<file path="src/rtl/sgr_pkg.sv">
`timescale 1ns / 1ps

package sgr_pkg;

    // Glyph geometry and default magnification limit.
    localparam int GLYPH_SIZE      = 8;
    localparam int DEF_MAX_MAGNIFY = 2;

    // Field widths.
    localparam int COORD_W  = 13;
    localparam int STRIDE_W = 15;
    localparam int OFFSET_W = 26;
    localparam int PIXEL_W  = 24;
    localparam int CFG_IDX_W  = 2;
    localparam int CFG_DATA_W = 15;

    // Character codes at or above this limit draw nothing.
    localparam logic [7:0] CHAR_LIMIT = 8'd128;

    // Red field position for the two pixel formats.
    localparam int RED_SHIFT_565 = 11;
    localparam int RED_SHIFT_888 = 16;

    // Register reset values.
    localparam logic [COORD_W-1:0]  RST_SCREEN_WIDTH  = 13'd320;
    localparam logic [COORD_W-1:0]  RST_SCREEN_HEIGHT = 13'd170;
    localparam logic [STRIDE_W-1:0] RST_LINE_STRIDE   = 15'd640;
    localparam logic                RST_DEPTH_IS_32   = 1'b0;

    // Configuration register indexes.
    typedef enum logic [CFG_IDX_W-1:0] {
        CFG_SCREEN_WIDTH  = 2'd0,
        CFG_SCREEN_HEIGHT = 2'd1,
        CFG_LINE_STRIDE   = 2'd2,
        CFG_DEPTH_IS_32   = 2'd3
    } t_cfg_idx;

    // Current configuration as seen by the datapath.
    typedef struct packed {
        logic [COORD_W-1:0]  screen_width;
        logic [COORD_W-1:0]  screen_height;
        logic [STRIDE_W-1:0] line_stride_bytes;
        logic                depth_is_32;
    } t_cfg;

    // One glyph row request as held in the input register.
    typedef struct packed {
        logic [7:0]                char_code;
        logic [7:0]                glyph_bits;
        logic [2:0]                glyph_row;
        logic signed [COORD_W-1:0] origin_x;
        logic signed [COORD_W-1:0] origin_y;
        logic [1:0]                magnify;
        logic [7:0]                red;
        logic [7:0]                green;
        logic [7:0]                blue;
    } t_item;

    // Per-row values shared by every write of one glyph row.
    typedef struct packed {
        logic signed [COORD_W:0] x_base;
        logic                    mag_two;
        logic [OFFSET_W-1:0]     ybase0;
        logic [OFFSET_W-1:0]     ybase1;
        logic                    depth_is_32;
        logic [PIXEL_W-1:0]      colour;
    } t_row;

endpackage

</file>
<file path="src/rtl/sgr_in_if.sv">
`timescale 1ns / 1ps

interface sgr_in_if;
    logic                                valid;
    logic                                ready;
    logic [7:0]                          char_code;
    logic [7:0]                          glyph_bits;
    logic [2:0]                          glyph_row;
    logic signed [sgr_pkg::COORD_W-1:0]  origin_x;
    logic signed [sgr_pkg::COORD_W-1:0]  origin_y;
    logic [1:0]                          magnify;
    logic [7:0]                          red;
    logic [7:0]                          green;
    logic [7:0]                          blue;

    modport source (
        output valid, char_code, glyph_bits, glyph_row, origin_x, origin_y,
               magnify, red, green, blue,
        input  ready
    );
    modport sink (
        input  valid, char_code, glyph_bits, glyph_row, origin_x, origin_y,
               magnify, red, green, blue,
        output ready
    );
endinterface

</file>
<file path="src/rtl/sgr_out_if.sv">
`timescale 1ns / 1ps

interface sgr_out_if;
    logic                          valid;
    logic                          ready;
    logic [sgr_pkg::OFFSET_W-1:0]  byte_offset;
    logic [sgr_pkg::PIXEL_W-1:0]   pixel_value;
    logic                          last_write;

    modport source (
        output valid, byte_offset, pixel_value, last_write,
        input  ready
    );
    modport sink (
        input  valid, byte_offset, pixel_value, last_write,
        output ready
    );
endinterface

</file>
<file path="src/rtl/sgr_cfg_regs.sv">
`timescale 1ns / 1ps

module sgr_cfg_regs (
    input  logic                              i_clk,
    input  logic                              i_rst_n,
    input  logic                              i_cfg_we,
    input  logic [sgr_pkg::CFG_IDX_W-1:0]     i_cfg_idx,
    input  logic [sgr_pkg::CFG_DATA_W-1:0]    i_cfg_data,
    output sgr_pkg::t_cfg                     o_cfg
);

    sgr_pkg::t_cfg r_cfg;

    // Register file: each write takes the low bits that the register holds.
    always_ff @(posedge i_clk) begin
        if (!i_rst_n) begin
            r_cfg.screen_width      <= sgr_pkg::RST_SCREEN_WIDTH;
            r_cfg.screen_height     <= sgr_pkg::RST_SCREEN_HEIGHT;
            r_cfg.line_stride_bytes <= sgr_pkg::RST_LINE_STRIDE;
            r_cfg.depth_is_32       <= sgr_pkg::RST_DEPTH_IS_32;
        end else if (i_cfg_we) begin
            unique case (sgr_pkg::t_cfg_idx'(i_cfg_idx))
                sgr_pkg::CFG_SCREEN_WIDTH: begin
                    r_cfg.screen_width <= i_cfg_data[sgr_pkg::COORD_W-1:0];
                end
                sgr_pkg::CFG_SCREEN_HEIGHT: begin
                    r_cfg.screen_height <= i_cfg_data[sgr_pkg::COORD_W-1:0];
                end
                sgr_pkg::CFG_LINE_STRIDE: begin
                    r_cfg.line_stride_bytes <= i_cfg_data[sgr_pkg::STRIDE_W-1:0];
                end
                sgr_pkg::CFG_DEPTH_IS_32: begin
                    r_cfg.depth_is_32 <= i_cfg_data[0];
                end
                default: begin
                    r_cfg <= r_cfg;
                end
            endcase
        end
    end

    assign o_cfg = r_cfg;

endmodule

</file>
<file path="src/rtl/sgr_row_prep.sv">
`timescale 1ns / 1ps

module sgr_row_prep #(
    parameter int MAX_MAGNIFY = sgr_pkg::DEF_MAX_MAGNIFY
) (
    input  sgr_pkg::t_item                                      i_item,
    input  sgr_pkg::t_cfg                                       i_cfg,
    output logic [sgr_pkg::GLYPH_SIZE*MAX_MAGNIFY*MAX_MAGNIFY-1:0] o_mask,
    output sgr_pkg::t_row                                       o_row
);

    localparam int SUB   = MAX_MAGNIFY * MAX_MAGNIFY;
    localparam int SLOTS = sgr_pkg::GLYPH_SIZE * SUB;
    localparam int CW    = sgr_pkg::COORD_W;

    logic                   mag_two;
    logic                   char_ok;
    logic [3:0]             row_off;
    logic signed [CW:0]     x_base;
    logic signed [CW:0]     y0;
    logic signed [CW+16:0]  y_prod;
    logic [MAX_MAGNIFY-1:0] row_ok;
    logic [sgr_pkg::PIXEL_W-1:0] colour;

    // Magnify of 0 acts as 1; anything above the limit acts as the limit.
    assign mag_two = (MAX_MAGNIFY > 1) && i_item.magnify[1];
    assign char_ok = i_item.char_code < sgr_pkg::CHAR_LIMIT;

    // First screen line covered by this glyph row, and its byte base.
    assign row_off = mag_two ? {i_item.glyph_row, 1'b0} : {1'b0, i_item.glyph_row};
    assign x_base  = (CW+1)'(i_item.origin_x);
    assign y0      = (CW+1)'(i_item.origin_y) + (CW+1)'(row_off);
    assign y_prod  = y0 * $signed({1'b0, i_cfg.line_stride_bytes});

    // Vertical clip for each sub-row.
    for (genvar s = 0; s < MAX_MAGNIFY; s++) begin : g_row
        logic [CW:0] y_s;
        assign y_s       = y0 + (CW+1)'(s);
        assign row_ok[s] = !y_s[CW] && (y_s[CW-1:0] < i_cfg.screen_height);
    end

    // One slot per column, sub-row and sub-column, in output order.
    for (genvar k = 0; k < SLOTS; k++) begin : g_slot
        localparam int COL = k / SUB;
        localparam int SY  = (k / MAX_MAGNIFY) % MAX_MAGNIFY;
        localparam int SX  = k % MAX_MAGNIFY;
        logic [CW:0] x_k;
        logic        used;
        assign x_k  = x_base + (mag_two ? (CW+1)'(2 * COL) : (CW+1)'(COL))
                      + (CW+1)'(SX);
        assign used = ((SY == 0) || mag_two) && ((SX == 0) || mag_two);
        assign o_mask[k] = char_ok && used && i_item.glyph_bits[COL] && row_ok[SY]
                           && !x_k[CW] && (x_k[CW-1:0] < i_cfg.screen_width);
    end

    // Colour packing for the selected pixel depth.
    always_comb begin
        if (i_cfg.depth_is_32) begin
            colour = (24'(i_item.red) << sgr_pkg::RED_SHIFT_888)
                   | (24'(i_item.green) << 8) | 24'(i_item.blue);
        end else begin
            colour = (24'(i_item.red[7:3]) << sgr_pkg::RED_SHIFT_565)
                   | (24'(i_item.green[7:2]) << 5) | 24'(i_item.blue[7:3]);
        end
    end

    assign o_row.x_base      = x_base;
    assign o_row.mag_two     = mag_two;
    assign o_row.ybase0      = y_prod[sgr_pkg::OFFSET_W-1:0];
    assign o_row.ybase1      = y_prod[sgr_pkg::OFFSET_W-1:0]
                               + sgr_pkg::OFFSET_W'(i_cfg.line_stride_bytes);
    assign o_row.depth_is_32 = i_cfg.depth_is_32;
    assign o_row.colour      = colour;

endmodule

</file>
<file path="src/rtl/sgr_walker.sv">
`timescale 1ns / 1ps

module sgr_walker #(
    parameter int MAX_MAGNIFY = sgr_pkg::DEF_MAX_MAGNIFY
) (
    input  logic                                                i_clk,
    input  logic                                                i_rst_n,
    input  logic                                                i_load,
    input  logic [sgr_pkg::GLYPH_SIZE*MAX_MAGNIFY*MAX_MAGNIFY-1:0] i_mask,
    input  sgr_pkg::t_row                                       i_row,
    output logic                                                o_free,
    sgr_out_if.source                                           o_write
);

    localparam int SUB   = MAX_MAGNIFY * MAX_MAGNIFY;
    localparam int SLOTS = sgr_pkg::GLYPH_SIZE * SUB;
    localparam int IDX_W = $clog2(SLOTS);
    localparam int CW    = sgr_pkg::COORD_W;

    logic [SLOTS-1:0]            r_mask;
    logic [SLOTS-1:0]            n_mask;
    sgr_pkg::t_row               r_row;
    logic                        r_o_valid;
    logic [sgr_pkg::OFFSET_W-1:0] r_offset;
    logic [sgr_pkg::PIXEL_W-1:0]  r_pixel;
    logic                        r_last;

    logic                        out_free;
    logic                        emit;
    logic [SLOTS-1:0]            onehot;
    logic [SLOTS-1:0]            rest;
    logic                        last;
    logic [IDX_W-1:0]            sel;
    logic [2:0]                  col;
    logic                        sy_odd;
    logic                        sx_one;
    logic [CW:0]                 x;
    logic [sgr_pkg::OFFSET_W-1:0] off;

    // Pick the lowest pending slot.
    assign out_free = !r_o_valid || o_write.ready;
    assign emit     = (|r_mask) && out_free;
    assign onehot   = r_mask & (~r_mask + SLOTS'(1));
    assign rest     = r_mask & ~onehot;
    assign last     = rest == '0;
    assign o_free   = (r_mask == '0) || (emit && last);

    always_comb begin
        sel = '0;
        for (int i = 0; i < SLOTS; i++) begin
            if (onehot[i]) begin
                sel = sel | IDX_W'(i);
            end
        end
    end

    // Screen position and byte offset of the selected slot.
    assign col    = 3'(32'(sel) / SUB);
    assign sy_odd = ((32'(sel) / MAX_MAGNIFY) % MAX_MAGNIFY) != 0;
    assign sx_one = (32'(sel) % MAX_MAGNIFY) != 0;
    assign x      = r_row.x_base + (r_row.mag_two ? (CW+1)'({col, 1'b0}) : (CW+1)'(col))
                    + (CW+1)'(sx_one);

    always_comb begin
        if (r_row.depth_is_32) begin
            off = (sy_odd ? r_row.ybase1 : r_row.ybase0)
                + (sgr_pkg::OFFSET_W'(x[CW-1:0]) << 2);
        end else begin
            off = (sy_odd ? r_row.ybase1 : r_row.ybase0)
                + (sgr_pkg::OFFSET_W'(x[CW-1:0]) << 1);
        end
    end

    // Pending slot mask: a new row takes over once the current one is spent.
    always_comb begin
        if (i_load && o_free) begin
            n_mask = i_mask;
        end else if (emit) begin
            n_mask = rest;
        end else begin
            n_mask = r_mask;
        end
    end

    always_ff @(posedge i_clk) begin
        if (!i_rst_n) begin
            r_mask <= '0;
        end else begin
            r_mask <= n_mask;
        end
    end

    always_ff @(posedge i_clk) begin
        if (i_load && o_free) begin
            r_row <= i_row;
        end
    end

    // Output register.
    always_ff @(posedge i_clk) begin
        if (!i_rst_n) begin
            r_o_valid <= 1'b0;
        end else if (emit) begin
            r_o_valid <= 1'b1;
        end else if (o_write.ready) begin
            r_o_valid <= 1'b0;
        end
    end

    always_ff @(posedge i_clk) begin
        if (emit) begin
            r_offset <= off;
            r_pixel  <= r_row.colour;
            r_last   <= last;
        end
    end

    assign o_write.valid       = r_o_valid;
    assign o_write.byte_offset = r_offset;
    assign o_write.pixel_value = r_pixel;
    assign o_write.last_write  = r_last;

    // A stalled output freezes the pending slots of a row in progress.
    a_stall_holds: assert property (@(posedge i_clk) disable iff (!i_rst_n)
        (r_o_valid && !o_write.ready && (r_mask != '0)) |=> $stable(r_mask))
        else $error("pending slots changed while the output was stalled");

    // Each beat retires exactly one slot of the current row.
    a_one_per_beat: assert property (@(posedge i_clk) disable iff (!i_rst_n)
        (emit && !last) |=> ($countones(r_mask) == $past($countones(r_mask)) - 1))
        else $error("a beat retired other than one slot");

    // Pending work with a free output always produces a beat.
    a_no_bubble: assert property (@(posedge i_clk) disable iff (!i_rst_n)
        ((r_mask != '0) && !r_o_valid) |=> r_o_valid)
        else $error("walker idled with pending slots");

    // The slot selector names exactly one slot whenever work is pending.
    a_single_pick: assert property (@(posedge i_clk) disable iff (!i_rst_n)
        (r_mask != '0) |-> $onehot(onehot))
        else $error("slot selector is not one-hot");

endmodule

</file>
<file path="src/rtl/scaled_glyph_row_rasterizer_core.sv">
`timescale 1ns / 1ps

// Scaled glyph row rasterizer.
// The i_glyph channel takes one glyph row per beat: its bit pattern, the row
// index, the glyph origin, a magnification of 1 or 2 and the drawing colour.
// The o_write channel gives one framebuffer write per beat: byte offset,
// packed colour and a flag on the last write of that glyph row. Writes come
// in column, sub-row, sub-column order; clipped pixels and character codes of
// 128 or more give no writes, and a row that is clipped entirely gives none.
// A row's first write passes the input register, the walker's slot mask and
// the output register. The write walker emits one write per cycle unless the
// receiver stalls; a row has at most 32 writes at magnification 2, and rows
// without writes pass at one per cycle while the walker is free. A new row
// is taken into an input register while the previous one is being walked.
// When the receiver stalls, the output register holds its write, the walker
// waits and the input register fills, after which i_glyph.ready drops.
// The configuration port writes one register per cycle with i_cfg_we and
// should only be used while no row is in flight. Synchronous reset restores
// the register defaults (320 x 170, stride 640, 16 bits per pixel) and
// empties the pipeline.

module scaled_glyph_row_rasterizer_core #(
    parameter int MAX_MAGNIFY = sgr_pkg::DEF_MAX_MAGNIFY
) (
    input  logic                            i_clk,
    input  logic                            i_rst_n,
    input  logic                            i_cfg_we,
    input  logic [sgr_pkg::CFG_IDX_W-1:0]   i_cfg_idx,
    input  logic [sgr_pkg::CFG_DATA_W-1:0]  i_cfg_data,
    sgr_in_if.sink                          i_glyph,
    sgr_out_if.source                       o_write
);

    localparam int SLOTS = sgr_pkg::GLYPH_SIZE * MAX_MAGNIFY * MAX_MAGNIFY;

    sgr_pkg::t_cfg    cfg;
    sgr_pkg::t_item   r_in;
    logic             r_in_valid;
    logic             n_in_valid;
    logic             accept;
    logic             w_free;
    logic             w_load;
    logic [SLOTS-1:0] mask;
    sgr_pkg::t_row    row;

    sgr_cfg_regs u_cfg (
        .i_clk      (i_clk),
        .i_rst_n    (i_rst_n),
        .i_cfg_we   (i_cfg_we),
        .i_cfg_idx  (i_cfg_idx),
        .i_cfg_data (i_cfg_data),
        .o_cfg      (cfg)
    );

    // Input register: refilled in the same cycle the walker takes its row.
    assign w_load        = r_in_valid && w_free;
    assign i_glyph.ready = !r_in_valid || w_free;
    assign accept        = i_glyph.valid && i_glyph.ready;

    always_comb begin
        if (accept) begin
            n_in_valid = 1'b1;
        end else if (w_load) begin
            n_in_valid = 1'b0;
        end else begin
            n_in_valid = r_in_valid;
        end
    end

    always_ff @(posedge i_clk) begin
        if (!i_rst_n) begin
            r_in_valid <= 1'b0;
        end else begin
            r_in_valid <= n_in_valid;
        end
    end

    always_ff @(posedge i_clk) begin
        if (accept) begin
            r_in.char_code  <= i_glyph.char_code;
            r_in.glyph_bits <= i_glyph.glyph_bits;
            r_in.glyph_row  <= i_glyph.glyph_row;
            r_in.origin_x   <= i_glyph.origin_x;
            r_in.origin_y   <= i_glyph.origin_y;
            r_in.magnify    <= i_glyph.magnify;
            r_in.red        <= i_glyph.red;
            r_in.green      <= i_glyph.green;
            r_in.blue       <= i_glyph.blue;
        end
    end

    sgr_row_prep #(
        .MAX_MAGNIFY (MAX_MAGNIFY)
    ) u_prep (
        .i_item (r_in),
        .i_cfg  (cfg),
        .o_mask (mask),
        .o_row  (row)
    );

    sgr_walker #(
        .MAX_MAGNIFY (MAX_MAGNIFY)
    ) u_walker (
        .i_clk   (i_clk),
        .i_rst_n (i_rst_n),
        .i_load  (r_in_valid),
        .i_mask  (mask),
        .i_row   (row),
        .o_free  (w_free),
        .o_write (o_write)
    );

endmodule
</file>
<file path="src/flat_wrapper.sv">
// flat-port wrapper written by rule: the top's interface ports become plain ports
module scaled_glyph_row_rasterizer_core_flat 
#(
    parameter int MAX_MAGNIFY = sgr_pkg::DEF_MAX_MAGNIFY
)
  (i_clk, i_rst_n, i_cfg_we, i_cfg_idx, i_cfg_data, i_glyph_valid, i_glyph_char_code, i_glyph_glyph_bits, i_glyph_glyph_row, i_glyph_origin_x, i_glyph_origin_y, i_glyph_magnify, i_glyph_red, i_glyph_green, i_glyph_blue, i_glyph_ready, o_write_valid, o_write_byte_offset, o_write_pixel_value, o_write_last_write, o_write_ready);
  sgr_in_if i_glyph_i ();
  sgr_out_if o_write_i ();
  input  logic i_clk;
  input  logic i_rst_n;
  input  logic i_cfg_we;
  input  logic [sgr_pkg::CFG_IDX_W-1:0] i_cfg_idx;
  input  logic [sgr_pkg::CFG_DATA_W-1:0] i_cfg_data;
  input wire logic [$bits(i_glyph_i.valid)-1:0] i_glyph_valid;
  input wire logic [$bits(i_glyph_i.char_code)-1:0] i_glyph_char_code;
  input wire logic [$bits(i_glyph_i.glyph_bits)-1:0] i_glyph_glyph_bits;
  input wire logic [$bits(i_glyph_i.glyph_row)-1:0] i_glyph_glyph_row;
  input wire logic [$bits(i_glyph_i.origin_x)-1:0] i_glyph_origin_x;
  input wire logic [$bits(i_glyph_i.origin_y)-1:0] i_glyph_origin_y;
  input wire logic [$bits(i_glyph_i.magnify)-1:0] i_glyph_magnify;
  input wire logic [$bits(i_glyph_i.red)-1:0] i_glyph_red;
  input wire logic [$bits(i_glyph_i.green)-1:0] i_glyph_green;
  input wire logic [$bits(i_glyph_i.blue)-1:0] i_glyph_blue;
  output wire logic [$bits(i_glyph_i.ready)-1:0] i_glyph_ready;
  output wire logic [$bits(o_write_i.valid)-1:0] o_write_valid;
  output wire logic [$bits(o_write_i.byte_offset)-1:0] o_write_byte_offset;
  output wire logic [$bits(o_write_i.pixel_value)-1:0] o_write_pixel_value;
  output wire logic [$bits(o_write_i.last_write)-1:0] o_write_last_write;
  input wire logic [$bits(o_write_i.ready)-1:0] o_write_ready;
  assign i_glyph_i.valid = i_glyph_valid;
  assign i_glyph_i.char_code = i_glyph_char_code;
  assign i_glyph_i.glyph_bits = i_glyph_glyph_bits;
  assign i_glyph_i.glyph_row = i_glyph_glyph_row;
  assign i_glyph_i.origin_x = i_glyph_origin_x;
  assign i_glyph_i.origin_y = i_glyph_origin_y;
  assign i_glyph_i.magnify = i_glyph_magnify;
  assign i_glyph_i.red = i_glyph_red;
  assign i_glyph_i.green = i_glyph_green;
  assign i_glyph_i.blue = i_glyph_blue;
  assign i_glyph_ready = i_glyph_i.ready;
  assign o_write_valid = o_write_i.valid;
  assign o_write_byte_offset = o_write_i.byte_offset;
  assign o_write_pixel_value = o_write_i.pixel_value;
  assign o_write_last_write = o_write_i.last_write;
  assign o_write_i.ready = o_write_ready;
  scaled_glyph_row_rasterizer_core #(.MAX_MAGNIFY(MAX_MAGNIFY)) u_core (.i_clk(i_clk), .i_rst_n(i_rst_n), .i_cfg_we(i_cfg_we), .i_cfg_idx(i_cfg_idx), .i_cfg_data(i_cfg_data), .i_glyph(i_glyph_i), .o_write(o_write_i));
endmodule
</file>
<file path="config.mk">
export PLATFORM = sky130hd
export DESIGN_NAME = scaled_glyph_row_rasterizer_core_flat
export DESIGN_NICKNAME = d
export VERILOG_FILES = /design/src/rtl/sgr_pkg.sv /design/src/rtl/sgr_in_if.sv /design/src/rtl/sgr_out_if.sv /design/src/rtl/sgr_cfg_regs.sv /design/src/rtl/sgr_row_prep.sv /design/src/rtl/sgr_walker.sv /design/src/rtl/scaled_glyph_row_rasterizer_core.sv /design/src/flat_wrapper.sv
export SDC_FILE = /design/constraint.sdc
export NUM_CORES = 1
export LEC_CHECK = 0
export BUFFER_PORTS_ARGS = -buffer_cell sky130_fd_sc_hd__buf_4
export CORE_MARGIN = 8
export CORE_UTILIZATION = 45
export DETAILED_ROUTE_END_ITERATION = 7
export PLACE_DENSITY = 0.71
export SLEW_MARGIN = 20
export SYNTH_ARGS = -nofsm -noshare
export SYNTH_HDL_FRONTEND = slang
export SYNTH_SLANG_ARGS = --single-unit
</file>
<file path="constraint.sdc">
create_clock -name i_clk -period 12.1 [get_ports i_clk]
set_input_delay 1.815 -clock i_clk [delete_from_list [all_inputs] [get_ports i_clk]]
set_output_delay 1.815 -clock i_clk [all_outputs]
set_load 0.01 [all_outputs]
</file>
==> results.yml, run 1 <==
pwr:
  swShare_pct: 38.9
  internal_power_mw: 2.70
  irDropWorstVdd_mv: 0.130
  combPwrFrac_pct: 47.9
  netSwitchingPower_mw: 1.72
  power_density_nw_per_um2: 143
  p_leak_nw: 13.1
  p_clk_share_pct: 22.7
  power_mw: 4.42
  pwr-share-seq_pct: 29.4
clock_tree:
  cts_root_buffer: "clkbuf_16"
  cts_buffers: 34
  post-cts-setup-buffer-count: 0
  clockBufferDepth: 3
  ctsHoldBuffers: 0
  insertion_delay_ps: 560
  cts_tree: "built"
  post_cts_resized: 0
  clock_sinks: 281
  cts_max_level: 2
  clk_pin_slew_worst_paths_ps: 60
sta:
  skew_ps: 33.0
  setup-tns-final_ps: 0
  finalCritPeriodShare_pct: 83.7
  fin_hold_ws_ps: 418
  worstMarginPinSlew_ps: 1060
  slew_violations: 0
  hold_viol: 0
  fin_crit_ps: 10120
  rsz0062_at_grt: "false"
  setup_violations: 0
  relSlewSlack_pct: 28.9
  max_freq_mhz: 98.8
synth:
  syn_area_per_cell_um2: 9.36
  seq_area_frac_synth_pct: 27.5
  synthCells: 2986
  synthFlopType: "edfxtp_1"
  ys_warn_count: 0
  async_flop_share_pct: 0
  syn_nets: 3595
  ys_types: 75
  synth_seq_cells: 281
  synth_edf_count: 205
  netlist_area_um2: 28000
worst_setup_path:
  r2r-start: "u_core.r_in[25]"
  rrSetupSlack_ps: 1980
  cpMostUsedCell: "fa_1"
  start_kind: "flop"
  crit_required_ps: 12380
  cpMaxStageDelayCell: "edfxtp_1"
  worstSetupEndpointType: "flop"
  crit_buf_inv: 5
  critPathLaunch: "u_core.r_in[25]"
  path_delay_family: "adder cells"
  critical_path.max_fanout: 17
  cp.arrival_ps: 10400
  worstSetupPathType: "flop to flop"
  cpPeakStageDelay_ps: 830
routing:
  ant_nets: 0
  viasPerCell: 5.52
  drt_iter0_markers: 1513
  drt-pass1-iter-count: 5
  drc: 0
  post_drt_wl_per_cell_um: 18.0
  vias: 21844
  wl_um: 71200
placement:
  numPortBuffers: 137
  hpwl_um: 53500
  place.gp.congestion: 0.914
worst_hold_path:
  worstHoldStart: "u_core.u_walker.r_row[1]"
  hold_class: "flop to flop"
die:
  initial_core_util_pct: 45.4
  die_x_um: 265
  ios: 146
  die_h_um: 265
  core_region_area_um2: 61600
  dieArea_um2: 70400
  rows: 91
grt:
  grt_overflow: 0
  grtUsageTotal_pct: 19.9
  first_global_vias: 21417
  antenna_found_initial: 1
  grt_pass1_wl_um: 113000
  grt_max_degree: 64
outcome:
  status: "finished clean"
job:
  maxCapViolations: 0
layout:
  layout-drive-gt1-share_pct: 9.63
  fin_util_pct: 50.3
  synthToLayoutAreaGrowth_pct: 10.8
  nets: 3699
-- through the flow --
| stage | instances | setup WS (ps) | area (um2) |
|---|---|---|---|
| floorplan | 2986 | 3290 | 28000 |
| global placement | 3891 | 2120 | 29900 |
| detailed placement | 3891 | 1940 | 29900 |
| CTS | 3953 | 1930 | 31000 |
| global route | 3954 | 1190 | 31000 |
| finish | 3954 | 1980 | 31000 |
-- cell families after synthesis --
kind of cell	after synthesis	synth area share (%)
adders and majority gates	517	27.5
AOI/OAI and AO/OA	556	12.6
buffers and inverters	400	5.47
muxes	50	1.95
and+or+nand+nor	914	16.6
DFF	281	27.5
xor gates and xnor gates	268	8.45
-- registers in the layout (all words and copies together) (netlist names) --
name / flops
u_core.r_in: 63
u_core.u_walker.o_write.pixel_value: 24
u_core.r_in_valid: 1
u_core.u_walker.r_mask: 32
u_core.u_walker.o_write.valid: 1
u_core.u_walker.o_write.byte_offset: 26
u_core.u_cfg.o_cfg: 42
u_core.u_walker.o_write.last_write: 1
u_core.u_walker.r_row: 91
-- synth_stat cells, types with 7 or more instances --
cell / n / area [um2]
a31oi_1: 16 / 100
o21a_1: 42 / 315
a41oi_1: 7 / 61.3
nor2b_1: 26 / 163
a21boi_0: 7 / 52.6
clkbuf_1: 77 / 289
o22ai_1: 13 / 81.3
inv_1: 298 / 1120
or2_2: 20 / 125
o311ai_0: 10 / 87.6
buf_1: 16 / 60.1
nand3b_1: 9 / 67.6
nand3_1: 85 / 425
a21oi_1: 153 / 766
a2111oi_0: 7 / 61.3
nand2b_1: 29 / 181
o211ai_1: 29 / 218
fa_1: 162 / 3240
and3_1: 20 / 125
a211oi_1: 14 / 105
o21ai_0: 130 / 651
dfxtp_1: 76 / 1520
nor3_1: 54 / 270
o21bai_1: 14 / 105
edfxtp_1: 205 / 6160
nand2_1: 271 / 1020
o31ai_1: 23 / 173
nand4_1: 34 / 213
mux2i_1: 14 / 140
a21o_1: 48 / 360
nor4_1: 9 / 56.3
and4_1: 9 / 78.8
xnor2_1: 174 / 1520
or3_1: 19 / 119
and2_1: 136 / 851
xor2_1: 93 / 815
nor2_1: 151 / 567
mux2_2: 36 / 405
ha_1: 354 / 4430
-- metal layers --
| layer | vias up | GRT usage (%) | part of all wire (%) |
|---|---|---|---|
| li1 | 10624 | - | - |
| met1 | 10430 | 27.5 | 46 |
| met2 | 673 | 31.5 | 44 |
| met3 | 117 | 3.51 | 6.6 |
| met4 | 0 | 6.26 | 2.7 |
| met5 | - | 0 | 0 |
-- worst reg2reg max path, delay by kind of cell, from the launching register on --
family	cells	cell delay (ps)
buffers and inverters	5	590
DFF	1	830
and+or+nand+nor	6	1700
xor gates and xnor gates	3	660
AOI/OAI and AO/OA	5	1700
muxes	1	450
adders and majority gates	8	3960
-- power groups by stage --
stage / clock network, mW / registers [mW] / logic (mW)
after floorplan: 0 / 1.31 / 1.65
after global placement: 0 / 1.32 / 2.07
after global routing: 1.07 / 1.31 / 2.43
final: 1.00 / 1.30 / 2.12
after CTS: 1.03 / 1.30 / 2.12
after detailed placement: 0 / 1.32 / 2.11
-- final cells by class --
type / count / area [um2]
Multi-Input combinational cell: 2305 / 18800
Clock inverter: 20 / 190
Clock buffer: 42 / 911
Timing Repair Buffer: 168 / 1260
Tap cell: 837 / 1050
Sequential cell: 281 / 7680
Inverter: 300 / 1130
Fill cell: 5689 / 30600
Antenna cell: 1 / 2.50
-- path summary, 6_finish.rpt --
kind | end | cells past startpoint
worst min-delay path | u_core.u_walker.o_write.pixel_value[1] | 0
worst max register to register | u_core.u_walker.r_row[50] | 28
worst max-delay path | u_core.u_walker.r_row[50] | 28
worst min register to register | u_core.u_walker.o_write.pixel_value[1] | 0
-- layout by cell type (no fill, tap or decap), types with 8 or more instances in the layout --
cell type	netlist	layout
o211ai_1	29	29
buf_4	0	168
or2_2	20	20
o22ai_1	13	13
nand2b_1	29	29
a31oi_1	16	16
xnor2_1	174	174
a21oi_1	153	152
nand3b_1	9	9
mux2i_1	14	14
a211oi_1	14	14
or3_1	19	19
and4_1	9	9
nor2_1	151	150
nand2_1	271	271
inv_1	298	297
nor3_1	54	54
nor2b_1	26	26
clkbuf_16	0	34
nand4_1	34	34
ha_1	354	354
a21o_1	48	48
and2_1	136	135
and3_1	20	20
fa_1	162	162
o311ai_0	10	10
o21ai_0	130	130
edfxtp_1	205	205
mux2_2	36	36
nor4_1	9	9
clkinv_1	2	8
o31ai_1	23	22
xor2_1	93	93
o21bai_1	14	14
o21a_1	42	42
nand3_1	85	85
dfxtp_1	76	76
Power figures use the tool's default switching activity.
==> inputs of run 2 (changes only) <==
--- a/config.mk
+++ b/config.mk
@@ -9,7 +9,7 @@
 export CORE_MARGIN = 8
 export CORE_UTILIZATION = 45
 export DETAILED_ROUTE_END_ITERATION = 7
-export PLACE_DENSITY = 0.71
+export PLACE_DENSITY = 0.73
 export SLEW_MARGIN = 20
 export SYNTH_ARGS = -nofsm -noshare
 export SYNTH_HDL_FRONTEND = slang
==> constraint.sdc (replaced) <==
create_clock -name i_clk -period 9.3 [get_ports i_clk]
set_input_delay 1.395 -clock i_clk [delete_from_list [all_inputs] [get_ports i_clk]]
set_output_delay 1.395 -clock i_clk [all_outputs]
set_load 0.01 [all_outputs]
==> results.yml, run 2 (synthesis results as in run 1) <==
clock_tree:
  cts_tree: "built"
  clk_pin_slew_worst_paths_ps: 60
  post-cts-setup-buffer-count: 0
  cts_root_buffer: "clkbuf_16"
  cts_max_level: 2
  cts_buffers: 35
  clockBufferDepth: 3
  clock_sinks: 281
  insertion_delay_ps: 560
  ctsHoldBuffers: 0
sta:
  slew_violations: 0
  hold_viol: 0
  fin_crit_ps: 8740
  setup-tns-final_ps: 0
  finalCritPeriodShare_pct: 94.0
  skew_ps: 21.8
  setup_violations: 0
  rsz0062_at_grt: "false"
  relSlewSlack_pct: 29.6
  worstMarginPinSlew_ps: 1030
  max_freq_mhz: 114
  final.setup.worst_slack_ps: 562
  fin_hold_ws_ps: 418
routing:
  post_drt_wl_per_cell_um: 17.9
  wl_um: 71100
  viasPerCell: 5.53
  drt-pass1-iter-count: 7
  drc: 0
  vias: 21916
  ant_nets: 0
  drt_iter0_markers: 1560
placement:
  place.gp.congestion: 0.923
  numPortBuffers: 137
  dp_slack_ps: 305
  hpwl_um: 53800
layout:
  fillCellCount: 5673
  largest_reg_flops: 91
  mostFrequentLayoutCell: "ha_1"
  synthToLayoutAreaGrowth_pct: 11.3
  layout_common_cells: "354 x ha_1, 297 x inv_1, 271 x nand2_1"
  nets: 3709
  layout-drive-gt1-share_pct: 10.1
  max_flop_register: "u_core.u_walker.r_row"
die:
  die_h_um: 265
  initial_core_util_pct: 45.4
  core_region_area_um2: 61600
  rows: 91
  die_x_um: 265
  ios: 146
  dieArea_um2: 70400
worst_setup_path:
  start_kind: "flop"
  cpMaxStageDelayCell: "fa_1"
  cpPeakStageDelay_ps: 560
  critical_path.max_fanout: 8
  cp.arrival_ps: 9030
  cpMostUsedCell: "fa_1"
  worstSetupPathType: "flop to flop"
  worstSetupEndpointType: "flop"
  crit_required_ps: 9590
grt:
  grt_max_degree: 67
  first_global_vias: 21740
  grtUsageTotal_pct: 19.9
  grt_overflow: 0
  antenna_found_initial: 4
  grt_pass1_wl_um: 115000
pwr:
  irDropWorstVdd_mv: 0.155
  power_density_nw_per_um2: 186
  power_mw: 5.80
  p_leak_nw: 13.2
job:
  maxCapViolations: 0
outcome:
  status: "finished clean"
worst_hold_path:
  hold_class: "flop to flop"
-- run 2: cell count changes in the layout (fill, tap and decap cells not counted) --
| cell | change |
|---|---|
| o311ai_0 | -1 |
| bufinv_16 | +1 |
| clkinv_2 | +3 |
| buf_4 | +9 |
| inv_6 | +1 |
| clkinv_4 | +4 |
| nor4b_2 | +1 |
| clkinv_1 | -2 |
| clkinv_8 | -1 |
| o311ai_1 | +1 |
| clkbuf_1 | -2 |
| clkbuf_8 | -3 |
| nor4b_1 | -1 |
| clkbuf_16 | +1 |
-- run 2: final timing paths --
check	start	endpoint	slack (ps)	depth (start not counted)
max	u_core.r_in[25]	u_core.u_walker.r_row[50]	560	30
min reg2reg	u_core.u_walker.r_row[9]	u_core.u_walker.o_write.pixel_value[9]	420	0
min	u_core.u_walker.r_row[9]	u_core.u_walker.o_write.pixel_value[9]	420	0
max reg2reg	u_core.r_in[25]	u_core.u_walker.r_row[50]	560	30
-- run 2: stage by stage --
stage               util [%]  area [um2]  std cells
CTS                     50.5       31100       3964
detailed placement      48.6       29900       3900
global placement        48.6       29900       3900
finish                  50.5       31100       3965
global route            50.5       31100       3965
floorplan                  -       28000       2986
-- run 2: cell type report --
type	count	area (um2)	share of cell area, %
diodes	1	2.50	0.00805
clock inverters	26	255	0.821
well taps	837	1050	3.37
inverters	300	1130	3.63
repair buffers	177	1330	4.27
clock buffers	38	887	2.85
flip-flops and latches	281	7680	24.7
multi-input cells	2305	18800	60.4
-- run 2: critical path: cells and delay by family, from the launching register on --
family | cells | cell delay (ps)
AOI/OAI and AO/OA | 6 | 1200
buffers and inverters | 6 | 680
muxes | 1 | 390
DFF | 1 | 430
and+or+nand+nor | 7 | 1970
adders and majority gates | 8 | 3480
xor gates and xnor gates | 2 | 330
-- run 2: routing by layer --
layer | vias up | share of wire [%] | track usage [%]
met2 | 719 | 45 | 32.6
met4 | 0 | 3.1 | 6.41
met1 | 10415 | 45 | 26.7
li1 | 10638 | - | -
met5 | - | 0 | 0
met3 | 144 | 6.4 | 3.21
-- run 2: repair_timing --
item,4_1_cts,5_1_grt
endpoints found under the setup margin,0,3
resized for setup,0,2
endpoints found under the hold margin,0,0
-- run 2: power by group --
part | switching [mW] | internal, mW | total (mW) | leakage (nW)
registers | 0.0758 | 1.62 | 1.69 | 2.58
logic | 1.60 | 1.16 | 2.77 | 10.1
clock network | 0.572 | 0.766 | 1.34 | 0.559
total | 2.25 | 3.55 | 5.80 | 13.2
==> inputs of run 3 (changes only) <==
--- a/config.mk
+++ b/config.mk
@@ -9,7 +9,7 @@
 export CORE_MARGIN = 8
 export CORE_UTILIZATION = 45
 export DETAILED_ROUTE_END_ITERATION = 7
-export PLACE_DENSITY = 0.73
+export PLACE_DENSITY = 0.69
 export SLEW_MARGIN = 20
 export SYNTH_ARGS = -nofsm -noshare
 export SYNTH_HDL_FRONTEND = slang
==> results.yml, run 3 (synthesis results as in run 1) <==
layout:
  n_antenna_cell: 0
  fillCellCount: 5718
  synthToLayoutAreaGrowth_pct: 11.8
  nets: 3714
  layout-drive-gt1-share_pct: 10.4
  largest_reg_flops: 91
  layout_common_cells: "354 x ha_1, 297 x inv_1, 271 x nand2_1"
  mostFrequentLayoutCell: "ha_1"
  max_flop_register: "u_core.u_walker.r_row"
  fin_util_pct: 50.7
  design_area_um2: 31300
worst_setup_path:
  crit_required_ps: 9600
  cpPeakStageDelay_ps: 550
  worstSetupPathType: "flop to flop"
  start_kind: "flop"
  cpMaxStageDelayCell: "fa_1"
  cp.arrival_ps: 9140
  worstSetupEndpointType: "flop"
  critical_path.max_fanout: 12
  cpMostUsedCell: "fa_1"
outcome:
  status: "finished clean"
pwr:
  power_mw: 5.95
  internal_power_mw: 3.68
  swShare_pct: 38.2
  p_clk_share_pct: 24.6
  netSwitchingPower_mw: 2.27
  combPwrFrac_pct: 47.0
  pwr-share-seq_pct: 28.4
  power_density_nw_per_um2: 190
  p_leak_nw: 13.3
  irDropWorstVdd_mv: 0.161
placement:
  hpwl_um: 54100
  dpl-instance-area_um2: 30000
  place.gp.congestion: 0.938
  numPortBuffers: 137
sta:
  setup_violations: 0
  skew_ps: 28.8
  worstMarginPinSlew_ps: 1040
  fin_crit_ps: 8840
  slew_violations: 0
  rsz0062_at_grt: "false"
  relSlewSlack_pct: 31.0
  setup-tns-final_ps: 0
  finalCritPeriodShare_pct: 95.1
  max_freq_mhz: 113
  fin_hold_ws_ps: 417
  hold_viol: 0
clock_tree:
  cts_root_buffer: "clkbuf_16"
  cts_max_level: 2
  clockBufferDepth: 3
  insertion_delay_ps: 570
  ctsHoldBuffers: 0
  clk_pin_slew_worst_paths_ps: 60
  cts_tree: "built"
  clock_sinks: 281
  cts_buffers: 35
die:
  dieArea_um2: 70400
  rows: 91
  initial_core_util_pct: 45.4
  die_h_um: 265
  die_x_um: 265
  core_region_area_um2: 61600
  ios: 146
worst_hold_path:
  hold_class: "flop to flop"
job:
  maxCapViolations: 0
grt:
  grt_pass1_wl_um: 114000
  grt_max_degree: 64
  antenna_found_initial: 0
  grtUsageTotal_pct: 20.1
  first_global_vias: 21293
  grt_overflow: 0
routing:
  ant_nets: 0
  wl_um: 71900
  viasPerCell: 5.45
  drc: 0
  post_drt_wl_per_cell_um: 18.1
  drt-pass1-iter-count: 5
  drt_iter0_markers: 1423
  vias: 21629
## run 3: cell count changes in the layout (fill, tap and decap cells not counted), moves of 2 or more
cell	before	now
buf_4	177	182
bufinv_16	2	5
clkbuf_8	0	4
clkinv_2	6	4
clkinv_4	4	2
inv_6	7	4
## run 3: worst paths after layout
check,slack [ps],start,cells after the start,to
worst max-delay path,460,u_core.r_in[25],28,u_core.u_walker.r_row[50]
worst min register to register,420,u_core.u_walker.r_row[11],0,u_core.u_walker.o_write.pixel_value[11]
worst max register to register,460,u_core.r_in[25],28,u_core.u_walker.r_row[50]
worst min-delay path,420,u_core.u_walker.r_row[11],0,u_core.u_walker.o_write.pixel_value[11]
## run 3: routing by layer
metal | vias to the layer above | share of wire, % | global-route usage, %
li1 | 10646 | - | -
met1 | 10229 | 46 | 27.3
met2 | 618 | 44 | 32.4
met3 | 136 | 6.1 | 3.34
met4 | 0 | 3.0 | 6.60
met5 | - | 0 | 0
## run 3: worst max-delay path: cells and delay by family (launching register included)
| family | cells | cell delay [ps] |
|---|---|---|
| adder cells (fa/ha/maj) | 8 | 3860 |
| multiplexers | 1 | 390 |
| AND/OR/NAND/NOR | 7 | 1790 |
| buffers and inverters | 5 | 410 |
| AO/OA/AOI/OAI | 5 | 1370 |
| flip-flops | 1 | 420 |
| XOR/XNOR | 2 | 370 |
## run 3: cell type report
class / instances / area (um2) / area share, %
Sequential cell: 281 / 7680 / 24.6
Clock inverter: 22 / 294 / 0.941
Multi-Input combinational cell: 2305 / 18800 / 60.1
Clock buffer: 42 / 963 / 3.08
Tap cell: 837 / 1050 / 3.35
Timing Repair Buffer: 182 / 1370 / 4.37
Inverter: 300 / 1130 / 3.61
## run 3: power groups by stage
stage	clock network [mW]	logic, mW	registers (mW)
6_report	1.46	2.79	1.69
5_1_grt	1.55	3.18	1.71
3_5_place_dp	0	2.77	1.72
2_1_floorplan	0	2.15	1.70
4_1_cts	1.51	2.80	1.69
3_3_place_gp	0	2.74	1.71
## run 3: what timing repair did
| action | 4_1_cts | 5_1_grt |
|---|---|---|
| resized for setup | 0 | 3 |
| buffers inserted | 0 | 0 |
| endpoints found under the setup margin | 0 | 6 |
## run 3: per-stage QoR
step / cells / worst slack [ps]
after floorplan: 2986 / 493
after global placement: 3905 / 285
after detailed placement: 3905 / 214
after CTS: 3969 / 201
after global routing: 3969 / 48.1
final: 3969 / 457
